## config.mk

```make
export PLATFORM = sky130hd
export DESIGN_NAME = insertion_sorter_unit
export DESIGN_NICKNAME = d
export VERILOG_FILES = /design/src/design/iss_pkg.sv /design/src/design/iss_cell.sv /design/src/design/insertion_sorter_unit.sv
export SDC_FILE = /design/constraint.sdc
export NUM_CORES = 2
export LEC_CHECK = 0
export BUFFER_PORTS_ARGS = -buffer_cell sky130_fd_sc_hd__buf_2
export CORE_MARGIN = 2
export CORE_UTILIZATION = 30
export DETAILED_ROUTE_END_ITERATION = 7
export HOLD_SLACK_MARGIN = 0.08
export MAX_ROUTING_LAYER = met4
export PLACE_DENSITY = 0.43
export REMOVE_ABC_BUFFERS = 1
export SETUP_SLACK_MARGIN = 0.02
export SLEW_MARGIN = 0
export SYNTH_ARGS = -nofsm -noshare
export SYNTH_HDL_FRONTEND = slang
export SYNTH_SLANG_ARGS = --single-unit
export TNS_END_PERCENT = 5
```

## constraint.sdc

```tcl
create_clock -name i_clk -period 16.42 [get_ports i_clk]
set_clock_uncertainty 0.2 [all_clocks]
set_input_delay 1.642 -clock i_clk [delete_from_list [all_inputs] [get_ports i_clk]]
set_output_delay 1.642 -clock i_clk [all_outputs]
set_load 0.05 [all_outputs]
```

## src/design/iss_pkg.sv

```systemverilog
// Package for the insertion sorter: payload types, cell control and state encoding.
`timescale 1ns / 1ps

package iss_pkg;

    localparam int VALUE_BITS = 31;

    typedef struct packed {
        logic [VALUE_BITS-1:0] value;
        logic                  last_item;
    } t_in_item;

    typedef struct packed {
        logic [VALUE_BITS-1:0] sorted_value;
        logic                  last_result;
        logic                  overflow;
    } t_out_item;

    typedef struct packed {
        logic                  insert;
        logic                  shift;
        logic [VALUE_BITS-1:0] value;
    } t_cell_ctl;

    typedef enum logic {
        ST_FILL,
        ST_DRAIN
    } t_state;

endpackage

```

## src/design/iss_cell.sv

```systemverilog
// One cell of the sorting chain: holds one stored value and trades it with its neighbors.
`timescale 1ns / 1ps

module iss_cell
    import iss_pkg::*;
#(
    parameter int IDX = 0,
    parameter int CW  = 5
) (
    input  logic                  i_clk,
    input  t_cell_ctl             i_ctl,
    input  logic [CW-1:0]         i_count,
    input  logic [VALUE_BITS-1:0] i_below_val,
    input  logic                  i_below_gt,
    input  logic [VALUE_BITS-1:0] i_above_val,
    output logic [VALUE_BITS-1:0] o_val,
    output logic                  o_gt
);

    logic [VALUE_BITS-1:0] r_val;
    logic [VALUE_BITS-1:0] n_val;
    logic                  w_occupied;
    logic                  w_open_slot;

    assign w_occupied  = i_count > CW'(IDX);
    assign w_open_slot = i_count == CW'(IDX);
    assign o_gt        = w_occupied && (r_val > i_ctl.value);
    assign o_val       = r_val;

    always_comb begin
        n_val = r_val;
        priority if (i_ctl.shift) begin
            n_val = i_above_val;
        end else if (i_ctl.insert && i_below_gt) begin
            n_val = i_below_val;
        end else if (i_ctl.insert && (o_gt || w_open_slot)) begin
            n_val = i_ctl.value;
        end else begin
            n_val = r_val;
        end
    end

    always_ff @(posedge i_clk) begin
        r_val <= n_val;
    end

endmodule

```

## src/design/insertion_sorter_unit.sv

```systemverilog
// Top level of the insertion sorter: cell chain, fill count, drain sequencer and output register.
//
//  channel | direction | handshake               | payload
//  --------+-----------+-------------------------+------------------------
//  input   | in        | i_in_valid / o_in_ready | i_in_data  (t_in_item)
//  output  | out       | o_out_valid / i_out_ready | o_out_data (t_out_item)
//
// Fill: one item per cycle; every cell compares and shifts in parallel.
// Drain: a run of n results leaves by n shifts down the chain, one result per shift;
//   the input is held off during the drain and reopens after its final item.
// Output stalls hold the drain; the output register frees the input side.
// Reset (synchronous, active low) clears the count, dropped flag, state and output valid.
`timescale 1ns / 1ps

module insertion_sorter_unit
    import iss_pkg::*;
#(
    parameter int MAX_ITEMS = 16
) (
    input  logic      i_clk,
    input  logic      i_rst_n,
    input  logic      i_in_valid,
    output logic      o_in_ready,
    input  t_in_item  i_in_data,
    output logic      o_out_valid,
    input  logic      i_out_ready,
    output t_out_item o_out_data
);

    localparam int CW = $clog2(MAX_ITEMS + 1);

    t_state                r_state;
    t_state                n_state;
    logic [CW-1:0]         r_count;
    logic [CW-1:0]         n_count;
    logic                  r_drop;
    logic                  n_drop;
    logic                  r_out_valid;
    logic                  n_out_valid;
    t_out_item             r_out;
    t_out_item             n_out;

    logic                  w_accept;
    logic                  w_full;
    logic                  w_load;
    logic                  w_shift;
    logic                  w_in_ready;
    t_cell_ctl             w_ctl;
    logic [VALUE_BITS-1:0] w_val [MAX_ITEMS];
    logic                  w_gt  [MAX_ITEMS];

    assign w_full   = r_count == CW'(MAX_ITEMS);
    assign w_accept = i_in_valid && w_in_ready;
    assign w_load   = !r_out_valid || i_out_ready;

    assign w_ctl.insert = w_accept && !w_full;
    assign w_ctl.shift  = w_shift;
    assign w_ctl.value  = i_in_data.value;

    genvar g;
    generate
        for (g = 0; g < MAX_ITEMS; g++) begin : g_cell
            logic [VALUE_BITS-1:0] w_below_val;
            logic                  w_below_gt;
            logic [VALUE_BITS-1:0] w_above_val;
            if (g == 0) begin : g_first
                assign w_below_val = '0;
                assign w_below_gt  = 1'b0;
            end else begin : g_inner
                assign w_below_val = w_val[g-1];
                assign w_below_gt  = w_gt[g-1];
            end
            if (g == MAX_ITEMS - 1) begin : g_top
                assign w_above_val = '0;
            end else begin : g_lower
                assign w_above_val = w_val[g+1];
            end
            iss_cell #(
                .IDX(g),
                .CW (CW)
            ) u_cell (
                .i_clk      (i_clk),
                .i_ctl      (w_ctl),
                .i_count    (r_count),
                .i_below_val(w_below_val),
                .i_below_gt (w_below_gt),
                .i_above_val(w_above_val),
                .o_val      (w_val[g]),
                .o_gt       (w_gt[g])
            );
        end
    endgenerate

    always_comb begin
        n_state = r_state;
        unique case (r_state)
            ST_FILL: begin
                if (w_accept && i_in_data.last_item) begin
                    n_state = ST_DRAIN;
                end
            end
            ST_DRAIN: begin
                if (w_shift && (r_count == CW'(1))) begin
                    n_state = ST_FILL;
                end
            end
            default: n_state = ST_FILL;
        endcase
    end

    always_comb begin
        w_in_ready = 1'b0;
        w_shift    = 1'b0;
        unique case (r_state)
            ST_FILL:  w_in_ready = 1'b1;
            ST_DRAIN: w_shift    = w_load && (r_count != '0);
            default: begin
                w_in_ready = 1'b0;
                w_shift    = 1'b0;
            end
        endcase
    end

    always_comb begin
        n_count     = r_count;
        n_drop      = r_drop;
        n_out       = r_out;
        n_out_valid = r_out_valid;
        if (i_out_ready) begin
            n_out_valid = 1'b0;
        end
        priority if (w_shift) begin
            n_count            = r_count - CW'(1);
            n_out.sorted_value = w_val[0];
            n_out.last_result  = r_count == CW'(1);
            n_out.overflow     = r_drop;
            n_out_valid        = 1'b1;
            if (r_count == CW'(1)) begin
                n_drop = 1'b0;
            end
        end else if (w_accept) begin
            if (w_full) begin
                n_drop = 1'b1;
            end else begin
                n_count = r_count + CW'(1);
            end
        end else begin
            n_count = r_count;
        end
    end

    always_ff @(posedge i_clk) begin
        if (!i_rst_n) begin
            r_state     <= ST_FILL;
            r_count     <= '0;
            r_drop      <= 1'b0;
            r_out_valid <= 1'b0;
        end else begin
            r_state     <= n_state;
            r_count     <= n_count;
            r_drop      <= n_drop;
            r_out_valid <= n_out_valid;
        end
    end

    always_ff @(posedge i_clk) begin
        r_out <= n_out;
    end

    assign o_in_ready  = w_in_ready;
    assign o_out_valid = r_out_valid;
    assign o_out_data  = r_out;

    a_count_range: assert property (@(posedge i_clk) disable iff (!i_rst_n)
        r_count <= CW'(MAX_ITEMS))
        else $error("fill count beyond capacity");

    a_drain_nonempty: assert property (@(posedge i_clk) disable iff (!i_rst_n)
        (r_state == ST_DRAIN) |-> (r_count != '0))
        else $error("drain with empty chain");

    a_drop_sets: assert property (@(posedge i_clk) disable iff (!i_rst_n)
        (w_accept && w_full) |=> r_drop)
        else $error("dropped item did not raise flag");

    a_run_ends: assert property (@(posedge i_clk) disable iff (!i_rst_n)
        (w_shift && (r_count == CW'(1))) |=>
            (r_state == ST_FILL && r_count == '0 && !r_drop
             && o_out_valid && o_out_data.last_result))
        else $error("run did not close cleanly");

endmodule
```

==> flow_metrics.py <==
metrics = {
    "status": {
        "status": "completed",
    },
    "logic_synthesis": {
        "synthFlopType": "edfxtp_1",
        "ys_top_cells_by_area": "edfxtp_1 42%, ha_1 18%, a221o_1 10%, nor2_1 4.6%, a21oi_1 3.2%",
        "yosysMostFrequentCell": "ha_1",
        "synth_top_area_share_pct": 42.20,
        "ys_warn_count": 0,
        "ys_types": 68,
        "syn_inst": 3246,
        "netlist_top_cells_count": "501 x ha_1, 498 x edfxtp_1, 430 x nor2_1",
        "ys_seq_elements": 537,
        "synth-edff-count": 498,
        "synth_area_mm2": 0.03543,
        "seq_area_frac_synth_pct": 44.41,
        "yosysTopAreaCell": "edfxtp_1",
        "synth-async-reset-ratio_pct": 0,
        "post_synth.cell_area_avg_um2": 10.92,
    },
    "drt": {
        "dr.pass1.iters": 6,
        "drc": 0,
        "drt_iter0_markers": 3324,
        "wl_per_cell_um": 31.18,
        "ant_nets": 0,
        "avgViaCountPerCell": 5.952,
        "vias": 28740,
        "totalWireLength_mm": 150.5,
    },
    "floorplan": {
        "die_x_um": 347.7,
        "core-area_mm2": 0.1176,
        "start_util_pct": 30.13,
        "fp.dieH_um": 347.7,
        "dieArea_mm2": 0.1209,
        "io_pins": 71,
        "row_count": 126,
    },
    "worst_setup_path": {
        "path_buf_inv": 4,
        "critPathKind": "in -> reg",
        "crit_fanout": 38,
        "start_kind": "primary input",
        "crit_chain": "buf_2 > inv_1 > ha_1 > nand4_1 > nor4_1 > a211oi_1 > o31a_1 > a31o_2 > buf_4 > a2111o_2 > buf_4",
        "critPathMaxStageDelay_ps": 1260,
        "worst_path_dominant_cell_family": "compound AO/OA/AOI/OAI gates",
        "crit_required_ps": 16590,
        "critPathArrivalTime_ps": 6790,
        "crit_top_cell": "buf_4",
        "slowest_stage": "nor4_1",
        "crit_path_end_kind": "register",
    },
    "timing": {
        "slew_violations": 0,
        "slew_headroom_pct": 2.880,
        "fmax_mhz": 150.9,
        "finalCriticalPeriod_ps": 6626,
        "rsz0062_at_grt": "false",
        "setup_viol": 0,
        "max_slew.worst_pin.slew_ps": 1443,
        "hold_violations": 0,
        "hold_slack_ps": 306.2,
        "post-route-period-util_pct": 40.35,
        "tns_ps": 0,
    },
    "cells_and_area": {
        "seq_area_mm2": 0.01574,
        "multi_input_area_mm2": 0.01877,
        "fillers": 11840,
        "antenna_cells": 0,
        "final_nets": 3772,
        "area_growth_syn_to_layout_pct": 12.17,
        "final_layout_size_suffix_gt1_share_pct": 9.812,
    },
    "clocking": {
        "cts_setup_buffers": 0,
        "cts_resized": 0,
        "clock_sinks": 537,
        "clock-root-buffer": "clkbuf_16",
        "clk_path_buf_depth": 3,
        "cts_made_buffers": 70,
        "clk_pin_slew_ps": 60,
        "htree_num_levels": 3,
        "insertion_delay_ps": 640,
        "cts_tree": "yes",
        "cts_hold_buf": 0,
    },
    "global_route": {
        "grt.overflow.total": 0,
        "grt_pass1_vias": 26880,
        "grt_pass1_wl_mm": 213.1,
        "antenna_found_initial": 2,
        "grt_usage_pct": 25.09,
        "grt_max_degree": 127,
    },
    "pwr": {
        "vdd_ir_drop_max_mv": 0.06704,
        "power.density_mw_per_mm2": 114.6,
        "leakage_nw": 15.33,
    },
    "hold_path": {
        "hold_path.class": "reg -> reg",
    },
    "place": {
        "hpwl_mm": 107.0,
        "place_congestion": 0.9608,
        "portBuffers": 70,
    },
    "run": {
        "max_cap_viol_count": 0,
    },
}
[report_power, final]
part,switching [mW],internal (mW),total (mW)
clock network,0.656,0.950,1.61
logic,0.682,0.357,1.04
registers,0.185,1.73,1.91
[final timing paths]
path	startpoint	endpoint	slack (ps)	depth (start not counted)
worst min register to register	r_drop$_SDFFE_PN0P_	o_out_data[0]$_DFFE_PP_	310	0
worst min-delay path	r_drop$_SDFFE_PN0P_	o_out_data[0]$_DFFE_PP_	310	0
worst max-delay path	i_in_data[11]	g_cell[13].u_cell.o_val[4]$_DFFE_PP_	9790	11
worst max register to register	g_cell[12].u_cell.o_val[8]$_DFFE_PP_	g_cell[13].u_cell.o_val[4]$_DFFE_PP_	10960	9
[sequential cells by signal, summed over array words and instances, names as in the netlist]
register             cells
o_out_data              33
r_drop                   1
g_cell.u_cell.o_val    496
o_out_valid              1
r_state                  1
r_count                  5
[cell usage in the layout (no fill, tap or decap), types with 31 or more instances in the layout]
cell       Yosys  routed
ha_1         501     501
edfxtp_1     498     498
nor2_1       430     430
a221o_1      362     362
a21oi_1      227     226
nand2_1      223     218
o21ai_0      102     102
nand4_1       98      98
clkbuf_16      0      73
buf_2         17      70
inv_1         60      60
o22a_1        60      60
nand3_1       60      56
o221a_2       56      56
buf_4          0      54
dfxtp_1       39      39
a211oi_1      35      35
mux2i_1       31      31
[area by class of cell]
type                       count  area share [%]
tap                         1536           4.835
clock buffer                  99           4.968
inverter                      61          0.5950
clock inverter                30          0.8405
multi-input combinational   2440           47.22
timing repair buffer         125           1.952
sequential                   537           39.59
[stage by stage]
step / utilization (%) / area, µm² / setup slack (ps) / power [mW] / cells
2_1_floorplan: - / 34590 / 5739 / 2.482 / 3038
3_3_place_gp: 31.83 / 37440 / 9234 / 2.955 / 4699
3_5_place_dp: 31.83 / 37440 / 9203 / 2.955 / 4699
4_1_cts: 33.79 / 39740 / 9887 / 4.571 / 4828
5_1_grt: 33.79 / 39740 / 9697 / 4.744 / 4828
6_report: 33.79 / 39740 / 9794 / 4.556 / 4828
[cell families (layout without fill, tap and decap cells)]
logic type | after synthesis | after routing | synth area share (%)
AND/OR/NAND/NOR | 911 | 911 | 11.43
flip-flops | 537 | 537 | 44.41
adder cells (fa/ha/maj) | 501 | 501 | 17.69
XOR/XNOR | 2 | 2 | 0.04945
AO/OA/AOI/OAI | 995 | 995 | 22.51
multiplexers | 31 | 31 | 0.8757
buffers and inverters | 269 | 315 | 3.037
[routing by layer]
layer	global-route usage, %	share of wire (%)
met5	-	0
met4	7.960	3.1
met3	3.548	6.9
met2	36.16	43
met1	36.06	47
Note: power is estimated with default switching activity, not from simulation.
